[config.mk]
export PLATFORM = sky130hd
export DESIGN_NAME = infix_expression_evaluator_core_flat
export DESIGN_NICKNAME = d
export VERILOG_FILES = /design/src/rtl/core/iee_pkg.sv /design/src/rtl/core/iee_in_if.sv /design/src/rtl/core/iee_out_if.sv /design/src/rtl/core/iee_datapath.sv /design/src/rtl/core/iee_ctrl.sv /design/src/rtl/core/infix_expression_evaluator_core.sv /design/src/flat_wrapper.sv
export SDC_FILE = /design/constraint.sdc
export NUM_CORES = 2
export LEC_CHECK = 0
export BUFFER_PORTS_ARGS = -buffer_cell sky130_fd_sc_hd__clkbuf_2
export CAP_MARGIN = 20
export CORE_ASPECT_RATIO = 1.75
export CORE_MARGIN = 3
export CORE_UTILIZATION = 70
export CTS_BUF_LIST = sky130_fd_sc_hd__clkbuf_4 sky130_fd_sc_hd__clkbuf_8
export DETAILED_ROUTE_END_ITERATION = 10
export GPL_TIMING_DRIVEN = 0
export PLACE_DENSITY = 0.91
export SYNTH_ARGS = -nofsm -noshare
export SYNTH_HDL_FRONTEND = slang
export SYNTH_SLANG_ARGS = --single-unit
[constraint.sdc]
create_clock -name clk -period 32.1 [get_ports clk]
set_input_delay 6.42 -clock clk [delete_from_list [all_inputs] [get_ports clk]]
set_output_delay 6.42 -clock clk [all_outputs]
set_load 0.005 [all_outputs]
[src/rtl/core/iee_pkg.sv]
// Shared types, constants and helpers for the infix expression evaluator.
// Depends on nothing; every other file of the block but iee_in_if imports it.
package iee_pkg;

	// Internal arithmetic width and result port width
	localparam int VALUE_WIDTH = 32;
	localparam int OUT_WIDTH   = 32;
	localparam int CNT_WIDTH   = $clog2(VALUE_WIDTH + 1);

	typedef logic [VALUE_WIDTH-1:0]   val_t;
	typedef logic [2*VALUE_WIDTH-1:0] prod_t;
	typedef logic [CNT_WIDTH-1:0]     cnt_t;

	localparam val_t VSIGN   = {1'b1, {(VALUE_WIDTH-1){1'b0}}};
	localparam val_t VMAXPOS = {1'b0, {(VALUE_WIDTH-1){1'b1}}};
	localparam val_t TEN     = val_t'(10);

	// ASCII codes
	localparam logic [7:0] CH_ZERO  = 8'h30;
	localparam logic [7:0] CH_NINE  = 8'h39;
	localparam logic [7:0] CH_PLUS  = 8'h2B;
	localparam logic [7:0] CH_MINUS = 8'h2D;
	localparam logic [7:0] CH_STAR  = 8'h2A;
	localparam logic [7:0] CH_SLASH = 8'h2F;

	typedef enum logic [1:0] {
		ST_OK       = 2'd0,
		ST_DIVZERO  = 2'd1,
		ST_OVERFLOW = 2'd2
	} status_t;

	typedef enum logic [1:0] {
		PEND_NONE = 2'd0,
		PEND_MUL  = 2'd1,
		PEND_DIV  = 2'd2
	} pend_t;

	typedef enum logic [1:0] {
		CC_OTHER,
		CC_DIGIT,
		CC_ADDSUB,
		CC_MULDIV
	} char_class_t;

	// Datapath micro-operations
	typedef enum logic [3:0] {
		DP_NOP,
		DP_MUL_START,
		DP_MUL_DONE,
		DP_ADD_DIGIT,
		DP_DIV_START,
		DP_TERM_LOAD,
		DP_CLOSE_TERM,
		DP_SET_PEND,
		DP_EMIT
	} dp_op_t;

	// Multiplier operand pair, also picks the destination on completion
	typedef enum logic {
		MUL_ACC_TEN,
		MUL_TERM_ACC
	} mul_sel_t;

	typedef enum logic [3:0] {
		S_IDLE,
		S_DECODE,
		S_DIG_MULW,
		S_DIG_ADD,
		S_CN,
		S_CN_MULW,
		S_CN_DIV,
		S_AFTER_CN,
		S_EMIT
	} ctrl_state_t;

	typedef enum logic {
		PH_OP,
		PH_LAST
	} phase_t;

	typedef struct packed {
		logic     capture;
		dp_op_t   op;
		mul_sel_t sel;
	} dp_cmd_t;

	typedef struct packed {
		char_class_t char_class;
		logic        is_last;
		pend_t       pend;
		logic        div_busy;
	} dp_stat_t;

	function automatic char_class_t classify(input logic [7:0] c);
		char_class_t cc;
		if (c >= CH_ZERO && c <= CH_NINE)
			cc = CC_DIGIT;
		else if (c == CH_PLUS || c == CH_MINUS)
			cc = CC_ADDSUB;
		else if (c == CH_STAR || c == CH_SLASH)
			cc = CC_MULDIV;
		else
			cc = CC_OTHER;
		return cc;
	endfunction

	// Absolute value of a two's complement word (most negative maps to itself)
	function automatic val_t mag(input val_t v);
		return v[VALUE_WIDTH-1] ? val_t'(-v) : v;
	endfunction

endpackage

[src/rtl/core/iee_in_if.sv]
// Character channel of the expression evaluator: valid/ready plus payload.
// Depends on nothing.
interface iee_in_if;
	logic       valid;
	logic       ready;
	logic [7:0] char_code;
	logic       is_last;

	modport source (output valid, output char_code, output is_last, input ready);
	modport sink   (input valid, input char_code, input is_last, output ready);
endinterface

[src/rtl/core/iee_out_if.sv]
// Result channel of the expression evaluator: valid/ready plus value and status.
// Depends on iee_pkg for the result width.
interface iee_out_if;
	import iee_pkg::*;

	logic                        valid;
	logic                        ready;
	logic signed [OUT_WIDTH-1:0] value;
	logic [1:0]                  status;

	modport source (output valid, output value, output status, input ready);
	modport sink   (input valid, input value, input status, output ready);
endinterface

[src/rtl/core/iee_datapath.sv]
// Datapath: expression state, multiplier, serial divider, adder and result register.
// Depends on iee_pkg; driven by iee_ctrl through dp_cmd_t, reports dp_stat_t.
module iee_datapath (
	input  logic                        clk,
	input  logic                        arst_n,
	input  logic [7:0]                  char_code,
	input  logic                        is_last,
	input  iee_pkg::dp_cmd_t            cmd,
	output iee_pkg::dp_stat_t           stat,
	output logic signed [iee_pkg::OUT_WIDTH-1:0] res_value,
	output logic [1:0]                  res_status
);
	import iee_pkg::*;

	localparam int MSB = VALUE_WIDTH - 1;

	// Captured transaction
	logic [7:0] char_q;
	logic       last_q;

	// Expression state
	val_t    sum_q, sum_d;
	val_t    term_q, term_d;
	val_t    accum_q, accum_d;
	logic    neg_q, neg_d;
	pend_t   pend_q, pend_d;
	status_t err_q, err_d;

	// Multiplier stage
	prod_t prod_s1;
	logic  mneg_s1;

	// Divider
	val_t rem_q, rem_d;
	val_t quo_q, quo_d;
	val_t dvsr_q, dvsr_d;
	logic dneg_q, dneg_d;
	cnt_t cnt_q, cnt_d;
	logic busy_q, busy_d;

	// Result register
	logic [OUT_WIDTH-1:0] res_value_q;
	status_t              res_status_q;

	val_t    mul_a, mul_b, mul_lim, mul_lo, mul_res;
	logic    mul_ovf;
	val_t    add_res;
	logic    add_ovf;
	val_t    cs_res;
	logic    cs_ovf;
	logic [VALUE_WIDTH:0] rem_sh, trial;
	logic    div_ge;
	val_t    rem_nx, quo_nx, div_res;
	logic    div_ovf;
	logic    flag;
	status_t flag_code;

	// Operand select and completion arithmetic
	always_comb begin
		mul_a   = (cmd.sel == MUL_TERM_ACC) ? term_q : accum_q;
		mul_b   = (cmd.sel == MUL_TERM_ACC) ? accum_q : TEN;
		mul_lim = mneg_s1 ? VSIGN : VMAXPOS;
		mul_ovf = prod_s1 > prod_t'(mul_lim);
		mul_lo  = prod_s1[MSB:0];
		mul_res = mneg_s1 ? val_t'(-mul_lo) : mul_lo;

		add_res = accum_q + val_t'(char_q - CH_ZERO);
		add_ovf = !accum_q[MSB] && add_res[MSB];

		cs_res = neg_q ? (sum_q - term_q) : (sum_q + term_q);
		if (neg_q)
			cs_ovf = (sum_q[MSB] != term_q[MSB]) && (cs_res[MSB] != sum_q[MSB]);
		else
			cs_ovf = (sum_q[MSB] == term_q[MSB]) && (cs_res[MSB] != sum_q[MSB]);

		// one restoring quotient bit
		rem_sh  = {rem_q, quo_q[MSB]};
		trial   = rem_sh - {1'b0, dvsr_q};
		div_ge  = !trial[VALUE_WIDTH];
		rem_nx  = div_ge ? trial[MSB:0] : rem_sh[MSB:0];
		quo_nx  = {quo_q[MSB-1:0], div_ge};
		div_res = dneg_q ? val_t'(-quo_nx) : quo_nx;
		div_ovf = !dneg_q && quo_nx[MSB];
	end

	// Next state of the expression and divider
	always_comb begin
		sum_d     = sum_q;
		term_d    = term_q;
		accum_d   = accum_q;
		neg_d     = neg_q;
		pend_d    = pend_q;
		err_d     = err_q;
		rem_d     = rem_q;
		quo_d     = quo_q;
		dvsr_d    = dvsr_q;
		dneg_d    = dneg_q;
		cnt_d     = cnt_q;
		busy_d    = busy_q;
		flag      = 1'b0;
		flag_code = ST_OVERFLOW;

		unique case (cmd.op)
			DP_MUL_DONE: begin
				if (cmd.sel == MUL_TERM_ACC) begin
					term_d  = mul_res;
					accum_d = '0;
					pend_d  = PEND_NONE;
				end else begin
					accum_d = mul_res;
				end
				flag = mul_ovf;
			end
			DP_ADD_DIGIT: begin
				accum_d = add_res;
				flag    = add_ovf;
			end
			DP_DIV_START: begin
				if (accum_q == '0) begin
					term_d    = '0;
					accum_d   = '0;
					pend_d    = PEND_NONE;
					flag      = 1'b1;
					flag_code = ST_DIVZERO;
				end else begin
					rem_d  = '0;
					quo_d  = mag(term_q);
					dvsr_d = mag(accum_q);
					dneg_d = term_q[MSB] ^ accum_q[MSB];
					cnt_d  = cnt_t'(VALUE_WIDTH);
					busy_d = 1'b1;
				end
			end
			DP_TERM_LOAD: begin
				term_d  = accum_q;
				accum_d = '0;
				pend_d  = PEND_NONE;
			end
			DP_CLOSE_TERM: begin
				sum_d  = cs_res;
				flag   = cs_ovf;
				term_d = '0;
				neg_d  = (char_q == CH_MINUS);
			end
			DP_SET_PEND: begin
				pend_d = (char_q == CH_STAR) ? PEND_MUL : PEND_DIV;
			end
			DP_EMIT: begin
				sum_d   = '0;
				term_d  = '0;
				accum_d = '0;
				neg_d   = 1'b0;
				pend_d  = PEND_NONE;
				err_d   = ST_OK;
			end
			default: begin
			end
		endcase

		// divider iteration; the controller issues nothing else meanwhile
		if (busy_q) begin
			rem_d = rem_nx;
			quo_d = quo_nx;
			cnt_d = cnt_q - cnt_t'(1);
			if (cnt_q == cnt_t'(1)) begin
				busy_d  = 1'b0;
				term_d  = div_res;
				accum_d = '0;
				pend_d  = PEND_NONE;
				flag    = div_ovf;
			end
		end

		// first error sticks
		if (flag && err_q == ST_OK)
			err_d = flag_code;
	end

	// Control and architectural state
	always_ff @(posedge clk or negedge arst_n) begin
		if (!arst_n) begin
			sum_q   <= '0;
			term_q  <= '0;
			accum_q <= '0;
			neg_q   <= 1'b0;
			pend_q  <= PEND_NONE;
			err_q   <= ST_OK;
			cnt_q   <= '0;
			busy_q  <= 1'b0;
		end else begin
			sum_q   <= sum_d;
			term_q  <= term_d;
			accum_q <= accum_d;
			neg_q   <= neg_d;
			pend_q  <= pend_d;
			err_q   <= err_d;
			cnt_q   <= cnt_d;
			busy_q  <= busy_d;
		end
	end

	// Payload registers
	always_ff @(posedge clk) begin
		if (cmd.capture) begin
			char_q <= char_code;
			last_q <= is_last;
		end
		if (cmd.op == DP_MUL_START) begin
			prod_s1 <= prod_t'(mag(mul_a)) * prod_t'(mag(mul_b));
			mneg_s1 <= mul_a[MSB] ^ mul_b[MSB];
		end
		if (cmd.op == DP_EMIT) begin
			res_value_q  <= OUT_WIDTH'(sum_q);
			res_status_q <= err_q;
		end
		rem_q  <= rem_d;
		quo_q  <= quo_d;
		dvsr_q <= dvsr_d;
		dneg_q <= dneg_d;
	end

	assign stat.char_class = classify(char_q);
	assign stat.is_last    = last_q;
	assign stat.pend       = pend_q;
	assign stat.div_busy   = busy_q;

	assign res_value  = $signed(res_value_q);
	assign res_status = res_status_q;

endmodule

[src/rtl/core/iee_ctrl.sv]
// Controller: sequences datapath micro-operations for each character.
// Depends on iee_pkg; talks to iee_datapath only through dp_cmd_t / dp_stat_t.
module iee_ctrl (
	input  logic              clk,
	input  logic              arst_n,
	input  logic              in_valid,
	output logic              in_ready,
	output logic              out_valid,
	input  logic              out_ready,
	input  iee_pkg::dp_stat_t stat,
	output iee_pkg::dp_cmd_t  cmd
);
	import iee_pkg::*;

	ctrl_state_t state_q, state_d;
	phase_t      phase_q, phase_d;
	logic        out_valid_q, out_valid_d;

	// State register
	always_ff @(posedge clk or negedge arst_n) begin
		if (!arst_n) begin
			state_q     <= S_IDLE;
			phase_q     <= PH_OP;
			out_valid_q <= 1'b0;
		end else begin
			state_q     <= state_d;
			phase_q     <= phase_d;
			out_valid_q <= out_valid_d;
		end
	end

	// Next state and commands
	always_comb begin
		state_d     = state_q;
		phase_d     = phase_q;
		in_ready    = 1'b0;
		cmd.capture = 1'b0;
		cmd.op      = DP_NOP;
		cmd.sel     = MUL_ACC_TEN;

		unique case (state_q)
			S_IDLE: begin
				in_ready = 1'b1;
				if (in_valid) begin
					cmd.capture = 1'b1;
					state_d     = S_DECODE;
				end
			end
			S_DECODE: begin
				unique case (stat.char_class)
					CC_DIGIT: begin
						cmd.op  = DP_MUL_START;
						cmd.sel = MUL_ACC_TEN;
						state_d = S_DIG_MULW;
					end
					CC_ADDSUB, CC_MULDIV: begin
						phase_d = PH_OP;
						state_d = S_CN;
					end
					CC_OTHER: begin
						if (stat.is_last) begin
							phase_d = PH_LAST;
							state_d = S_CN;
						end else begin
							state_d = S_IDLE;
						end
					end
				endcase
			end
			S_DIG_MULW: begin
				cmd.op  = DP_MUL_DONE;
				cmd.sel = MUL_ACC_TEN;
				state_d = S_DIG_ADD;
			end
			S_DIG_ADD: begin
				cmd.op = DP_ADD_DIGIT;
				if (stat.is_last) begin
					phase_d = PH_LAST;
					state_d = S_CN;
				end else begin
					state_d = S_IDLE;
				end
			end
			// close the number into the open term
			S_CN: begin
				unique case (stat.pend)
					PEND_MUL: begin
						cmd.op  = DP_MUL_START;
						cmd.sel = MUL_TERM_ACC;
						state_d = S_CN_MULW;
					end
					PEND_DIV: begin
						cmd.op  = DP_DIV_START;
						state_d = S_CN_DIV;
					end
					default: begin
						cmd.op  = DP_TERM_LOAD;
						state_d = S_AFTER_CN;
					end
				endcase
			end
			S_CN_MULW: begin
				cmd.op  = DP_MUL_DONE;
				cmd.sel = MUL_TERM_ACC;
				state_d = S_AFTER_CN;
			end
			S_CN_DIV: begin
				if (!stat.div_busy)
					state_d = S_AFTER_CN;
			end
			S_AFTER_CN: begin
				if (phase_q == PH_LAST) begin
					cmd.op  = DP_CLOSE_TERM;
					state_d = S_EMIT;
				end else begin
					cmd.op = (stat.char_class == CC_ADDSUB) ? DP_CLOSE_TERM : DP_SET_PEND;
					if (stat.is_last) begin
						phase_d = PH_LAST;
						state_d = S_CN;
					end else begin
						state_d = S_IDLE;
					end
				end
			end
			S_EMIT: begin
				if (!out_valid_q || out_ready) begin
					cmd.op  = DP_EMIT;
					state_d = S_IDLE;
				end
			end
			default: begin
				state_d = S_IDLE;
			end
		endcase
	end

	// Result valid flag
	assign out_valid_d = (cmd.op == DP_EMIT) || (out_valid_q && !out_ready);
	assign out_valid   = out_valid_q;

endmodule

[src/rtl/core/infix_expression_evaluator_core.sv]
// Streaming evaluator for infix expressions of non-negative decimal integers and + - * /,
// one ASCII character per transaction; other characters are skipped. * and / bind tighter
// than + and -, division truncates toward zero, and all arithmetic wraps at VALUE_WIDTH bits.
// The transaction flagged is_last closes the expression and yields one result: the value and
// a sticky status (0 ok, 1 divide by zero, 2 overflow, first error kept); state then clears.
// One character is worked on at a time. A digit is accepted, multiplied by ten through the
// product register and then added. An operator first closes the number into the open term,
// through the multiplier after a pending multiply or the divider after a pending divide, the
// divider producing one quotient bit per cycle (skipped for a zero divisor). The last
// character adds another close of the number, then the term is folded and the result is
// loaded into its register; the load waits while an earlier result has not been taken.
// A new character is accepted while a result still waits on the result channel.
// Depends on iee_pkg, iee_in_if, iee_out_if, iee_ctrl and iee_datapath.
module infix_expression_evaluator_core (
	input  logic      clk,
	input  logic      arst_n,
	iee_in_if.sink    expr,
	iee_out_if.source result
);
	import iee_pkg::*;

	dp_cmd_t  dp_cmd;
	dp_stat_t dp_stat;

	// Sequencer
	iee_ctrl u_ctrl (
		.clk       (clk),
		.arst_n    (arst_n),
		.in_valid  (expr.valid),
		.in_ready  (expr.ready),
		.out_valid (result.valid),
		.out_ready (result.ready),
		.stat      (dp_stat),
		.cmd       (dp_cmd)
	);

	// Arithmetic and state
	iee_datapath u_datapath (
		.clk        (clk),
		.arst_n     (arst_n),
		.char_code  (expr.char_code),
		.is_last    (expr.is_last),
		.cmd        (dp_cmd),
		.stat       (dp_stat),
		.res_value  (result.value),
		.res_status (result.status)
	);

	// No other micro-operation or capture while the divider iterates
	assert property (@(posedge clk) disable iff (!arst_n)
		dp_stat.div_busy |-> (dp_cmd.op == DP_NOP && !dp_cmd.capture))
		else $error("datapath command issued while divider busy");

	// A result is never loaded over one that has not been taken
	assert property (@(posedge clk) disable iff (!arst_n)
		(dp_cmd.op == DP_EMIT) |-> (!result.valid || result.ready))
		else $error("pending result overwritten");

	// Loading the result raises valid with a legal status code
	assert property (@(posedge clk) disable iff (!arst_n)
		(dp_cmd.op == DP_EMIT) |=> (result.valid &&
			(result.status == ST_OK || result.status == ST_DIVZERO ||
			 result.status == ST_OVERFLOW)))
		else $error("result not presented after load");

	// An accepted character is always worked on before the next one
	assert property (@(posedge clk) disable iff (!arst_n)
		(expr.valid && expr.ready) |=> !expr.ready)
		else $error("back-to-back character accept");

endmodule
[src/flat_wrapper.sv]
// flat-port wrapper written by rule: the top's interface ports become plain ports
module infix_expression_evaluator_core_flat import iee_pkg::*;
  (clk, arst_n, expr_valid, expr_char_code, expr_is_last, expr_ready, result_valid, result_value, result_status, result_ready);
  iee_in_if expr_i ();
  iee_out_if result_i ();
  input  logic clk;
  input  logic arst_n;
  input wire logic [$bits(expr_i.valid)-1:0] expr_valid;
  input wire logic [$bits(expr_i.char_code)-1:0] expr_char_code;
  input wire logic [$bits(expr_i.is_last)-1:0] expr_is_last;
  output wire logic [$bits(expr_i.ready)-1:0] expr_ready;
  output wire logic [$bits(result_i.valid)-1:0] result_valid;
  output wire logic [$bits(result_i.value)-1:0] result_value;
  output wire logic [$bits(result_i.status)-1:0] result_status;
  input wire logic [$bits(result_i.ready)-1:0] result_ready;
  assign expr_i.valid = expr_valid;
  assign expr_i.char_code = expr_char_code;
  assign expr_i.is_last = expr_is_last;
  assign expr_ready = expr_i.ready;
  assign result_valid = result_i.valid;
  assign result_value = result_i.value;
  assign result_status = result_i.status;
  assign result_i.ready = result_ready;
  infix_expression_evaluator_core u_core (.clk(clk), .arst_n(arst_n), .expr(expr_i), .result(result_i));
endmodule
==> results.toml, run 1 <==
[run_status]
status = "aborted with a tool error"
lastStage = "5_1_grt"
stop_error = "[ERROR GRT-0116] Global routing finished with congestion. Check the congestion regions in the DRC Viewer."

[logic_synthesis]
ys.flop_type = "edfxtp_1"
syn_area_um2 = 55000
ys_ff_latch = 319
yosys_warnings = 0
syn_avg_cell_area_um2 = 8.81
async_flop_share = 0.357
synth.net_count = 7553
syn-instance-count = 6241
synth_enable_flop_cells = 205
synth.distinct_cells = 85
seq_area_frac_synth = 0.164

[clock_tree]
ctsHtreeMaxLevel = 2
hold_buffers = 0
cts_buffers = 48
root_buffer = "clkbuf_8"
cts_resized = 0
clock-sinks = 319
clock_path_buffers = 3
postCtsSetupBuffers = 0

[die]
rows = 135
io_pins = 49
die_x_um = 218
start_util = 0.708
die_y_um = 377

[placed_design]
routabilityCongestion = 1.24
port_buffers = 48
dp_hpwl_um = 197000

[grt]
grt_pass1_vias = 61353
track_usage = 0.737
grt_overflow = 1148
grt_pass1_wl_um = 453000
grt_max_degree = 94
## cells in the mapped netlist, types with 21 or more instances
cell type | instances | area (µm²)
a21boi_0 | 29 | 218
and3_1 | 26 | 163
nand2_1 | 742 | 2790
mux2i_1 | 40 | 400
o21ai_0 | 222 | 1110
a21oi_1 | 235 | 1180
clkbuf_1 | 297 | 1110
nor4_1 | 31 | 194
ha_1 | 400 | 5000
nand2b_1 | 60 | 375
o21a_1 | 27 | 203
nor2b_1 | 25 | 156
a31oi_1 | 26 | 163
a211oi_1 | 21 | 158
a21o_1 | 99 | 743
xnor2_1 | 192 | 1680
o31ai_1 | 45 | 338
dfrtp_1 | 114 | 2850
edfxtp_1 | 205 | 6160
o21bai_1 | 30 | 225
nand3_1 | 74 | 370
fa_1 | 899 | 18000
nor3_1 | 77 | 385
nor2_1 | 833 | 3130
xor2_1 | 155 | 1360
a221oi_1 | 26 | 228
nand4_1 | 28 | 175
inv_1 | 972 | 3650
or3_1 | 36 | 225
## kinds of logic after synthesis
logic type,synth area share
AOI/OAI and AO/OA,0.106
xor gates and xnor gates,0.0552
adders and majority gates,0.418
buffers and inverters,0.0891
DFF,0.164
muxes,0.00851
and+or+nand+nor,0.159
## through the flow
stage | util | instance area, µm² | hold slack, ns | instances | worst slack, ns
CTS | 0.747 | 58100 | 0.486 | 7438 | 16.36
floorplan | - | 55000 | 0.446 | 6241 | 20.24
global placement | 0.728 | 56500 | 0.455 | 7316 | 15.68
detailed placement | 0.734 | 57000 | 0.473 | 7349 | 16.46
## per-layer routing
layer / track usage / GRT overflow
met5: 0.200 / 2
met4: 0.793 / 405
met3: 0.529 / 16
met2: 0.955 / 717
met1: 0.703 / 8
==> run 2, diff against run 1 <==
Settings changed: CORE_ASPECT_RATIO 1.75 to default, CORE_UTILIZATION 70 to 40, CTS_BUF_LIST sky130_fd_sc_hd__clkbuf_4 sky130_fd_sc_hd__clkbuf_8 to default, PLACE_DENSITY 0.91 to default, PLACE_DENSITY_LB_ADDON from default to 0.15.
==> results.toml, run 2 <==
[grt]
grt_overflow = 0
grt_max_degree = 65
grt_pass1_vias = 47575
antenna_found_initial = 7
track_usage = 0.325
grt_pass1_wl_um = 333000

[placed_design]
port_buffers = 48
routabilityCongestion = 1.07
dp_hpwl_um = 192000

[timing]
finalHoldViolations = 0
period_share = 0.537
fin_worst_skew_ns = 0.0370
fmaxAchievable_mhz = 58.0
drv_slew = 0
relSlewSlack = 0.145
worstMarginPinSlew_ns = 1.28
rsz0062_at_grt = "no"
layout_min_cycle_time_ns = 17.23
totalNegativeSetupSlack_ns = 0
finalSetupViolations = 0

[final_layout]
fin_nets = 7709
nFillCells = 13529
mostFrequentLayoutCell = "inv_1"
top_register = "u_core.u_datapath.prod_s1"
layout_common_cells = "inv_1 (971), fa_1 (899), nor2_1 (831)"
multi_input_area_um2 = 41200
largest_reg_flops = 64
seq_area_um2 = 9010
drive_above_1_share = 0.0383
area_growth_pct = 8.96

[logic_synthesis]
synth_top_area_cell = "fa_1"
async_flop_share = 0.357
synth.net_count = 7553
yosysMostFrequentCell = "inv_1"
synth_area_leaders = "fa_1 (33%), edfxtp_1 (11%), ha_1 (9.1%)"
syn_area_um2 = 55000
synth_top_cell_area_share = 0.327
ys_ff_latch = 319
syn-instance-count = 6241
ys.flop_type = "edfxtp_1"
synth.distinct_cells = 85
yosys_warnings = 0
synth_enable_flop_cells = 205
synth_commonest_cells = "inv_1 (972), fa_1 (899), nor2_1 (833), nand2_1 (742), ha_1 (400)"
syn_avg_cell_area_um2 = 8.81
seq_area_frac_synth = 0.164

[die]
die_x_um = 377
die_y_um = 377
io_pins = 49
start_util = 0.405
core_area_um2 = 136000
die_area_um2 = 142000
rows = 135

[drt]
via_per_inst = 5.72
routed.top_layer = "met5"
wl_met1_um = 88700
drt_iter0_drc = 4751
drc = 0
detail-route-antenna-nets = 0
wl_per_cell_um = 28.0
wl_met3_um = 21000
drt_first_pass_iters = 8
wl_um = 230000
dr_wl_met2_um = 102000
vias = 46974

[run_status]
status = "finished, final reports clean"

[clock_tree]
clock-sinks = 319
cts_tree = "done"
cts_resized = 0
clock_latency_ns = 0.62
ctsHtreeMaxLevel = 2
postCtsSetupBuffers = 0
clk_pin_slew_ns = 0.06
hold_buffers = 0
clock_path_buffers = 3
cts_buffers = 41
root_buffer = "clkbuf_16"

[worst_setup_path]
crit_required_ns = 32.46
crit_path_top_delay_cell = "clkbuf_1"
critical_path.max_fanout = 10
path_class = "register to register"
critPathMaxStageDelay_ns = 0.96
cp.arrival_ns = 17.60
endpoint_kind = "register"
crit_top_cell = "fa_1"
critPathLaunchType = "register"

[job]
cap_violations = 0

[hold_path]
hp-class = "register to register"
[run 2: cell counts after synthesis]
Identical to the previous run, type by type.
[run 2: worst max-delay path: cells and delay by family, from the launching register on]
kind / cells / cell delay, ns
AND/OR/NAND/NOR: 7 / 2.46
flip-flops: 1 / 0.46
buffers and inverters: 13 / 4.48
adder cells (fa/ha/maj): 10 / 4.62
XOR/XNOR: 1 / 0.72
AO/OA/AOI/OAI: 10 / 4.15
[run 2: cell families (layout without fill, tap and decap cells)]
family	Yosys count	count (layout)	share of synthesized area
AND/OR/NAND/NOR	2035	2035	0.159
XOR/XNOR	347	347	0.0552
buffers and inverters	1296	1483	0.0891
flip-flops	319	319	0.164
AO/OA/AOI/OAI	899	899	0.106
adder cells (fa/ha/maj)	1299	1299	0.418
multiplexers	46	46	0.00851
other	0	2	0
[run 2: final cells by class]
class	count	area share
Inverter	972	0.0609
Multi-Input combinational cell	4626	0.688
Timing Repair Buffer	113	0.0190
Clock inverter	20	0.00463
Sequential cell	319	0.150
Tap cell	1781	0.0372
Clock buffer	54	0.0191
Buffer	324	0.0209
Antenna cell	2	0.0000835
[run 2: metrics by stage]
stage | hold slack, ns | std cells | area [µm²] | setup slack, ns | utilization
floorplan | 0.446 | 6241 | 55000 | 20.24 | -
global placement | 0.468 | 8070 | 57500 | 14.42 | 0.423
detailed placement | 0.473 | 8129 | 58400 | 15.37 | 0.430
CTS | 0.487 | 8203 | 59900 | 15.34 | 0.440
global route | 0.496 | 8209 | 59900 | 14.58 | 0.441
finish | 0.484 | 8211 | 59900 | 14.87 | 0.441
[run 2: path summary, 6_finish.rpt]
kind	from	depth (start not counted)	slack, ns	endpoint
max	u_core.u_ctrl.state_q[2]$_DFFE_PN0P_	41	14.87	u_core.u_datapath.prod_s1[63]$_DFFE_PN_
min	u_core.u_datapath.sum_q[16]$_DFFE_PN0P_	0	0.48	u_core.u_datapath.res_value[16]$_DFFE_PN_
max reg2reg	u_core.u_ctrl.state_q[2]$_DFFE_PN0P_	41	14.87	u_core.u_datapath.prod_s1[63]$_DFFE_PN_
min reg2reg	u_core.u_datapath.sum_q[16]$_DFFE_PN0P_	0	0.48	u_core.u_datapath.res_value[16]$_DFFE_PN_
max in group asynchronous	arst_n	2	25.60	u_core.u_datapath.accum_q[22]$_DFF_PN0_
min in group asynchronous	arst_n	1	5.80	u_core.u_datapath.sum_q[17]$_DFFE_PN0P_
[run 2: layer usage]
metal | track usage | vias to the layer above
li1 | - | 20285
met1 | 0.413 | 23582
met2 | 0.507 | 2414
met3 | 0.0661 | 689
met4 | 0.202 | 4
met5 | 0 | -
Power of run 2 is left out: the tool's default activity adds up to more than one toggle a clock period on the data nets, which glitch-free logic cannot reach.
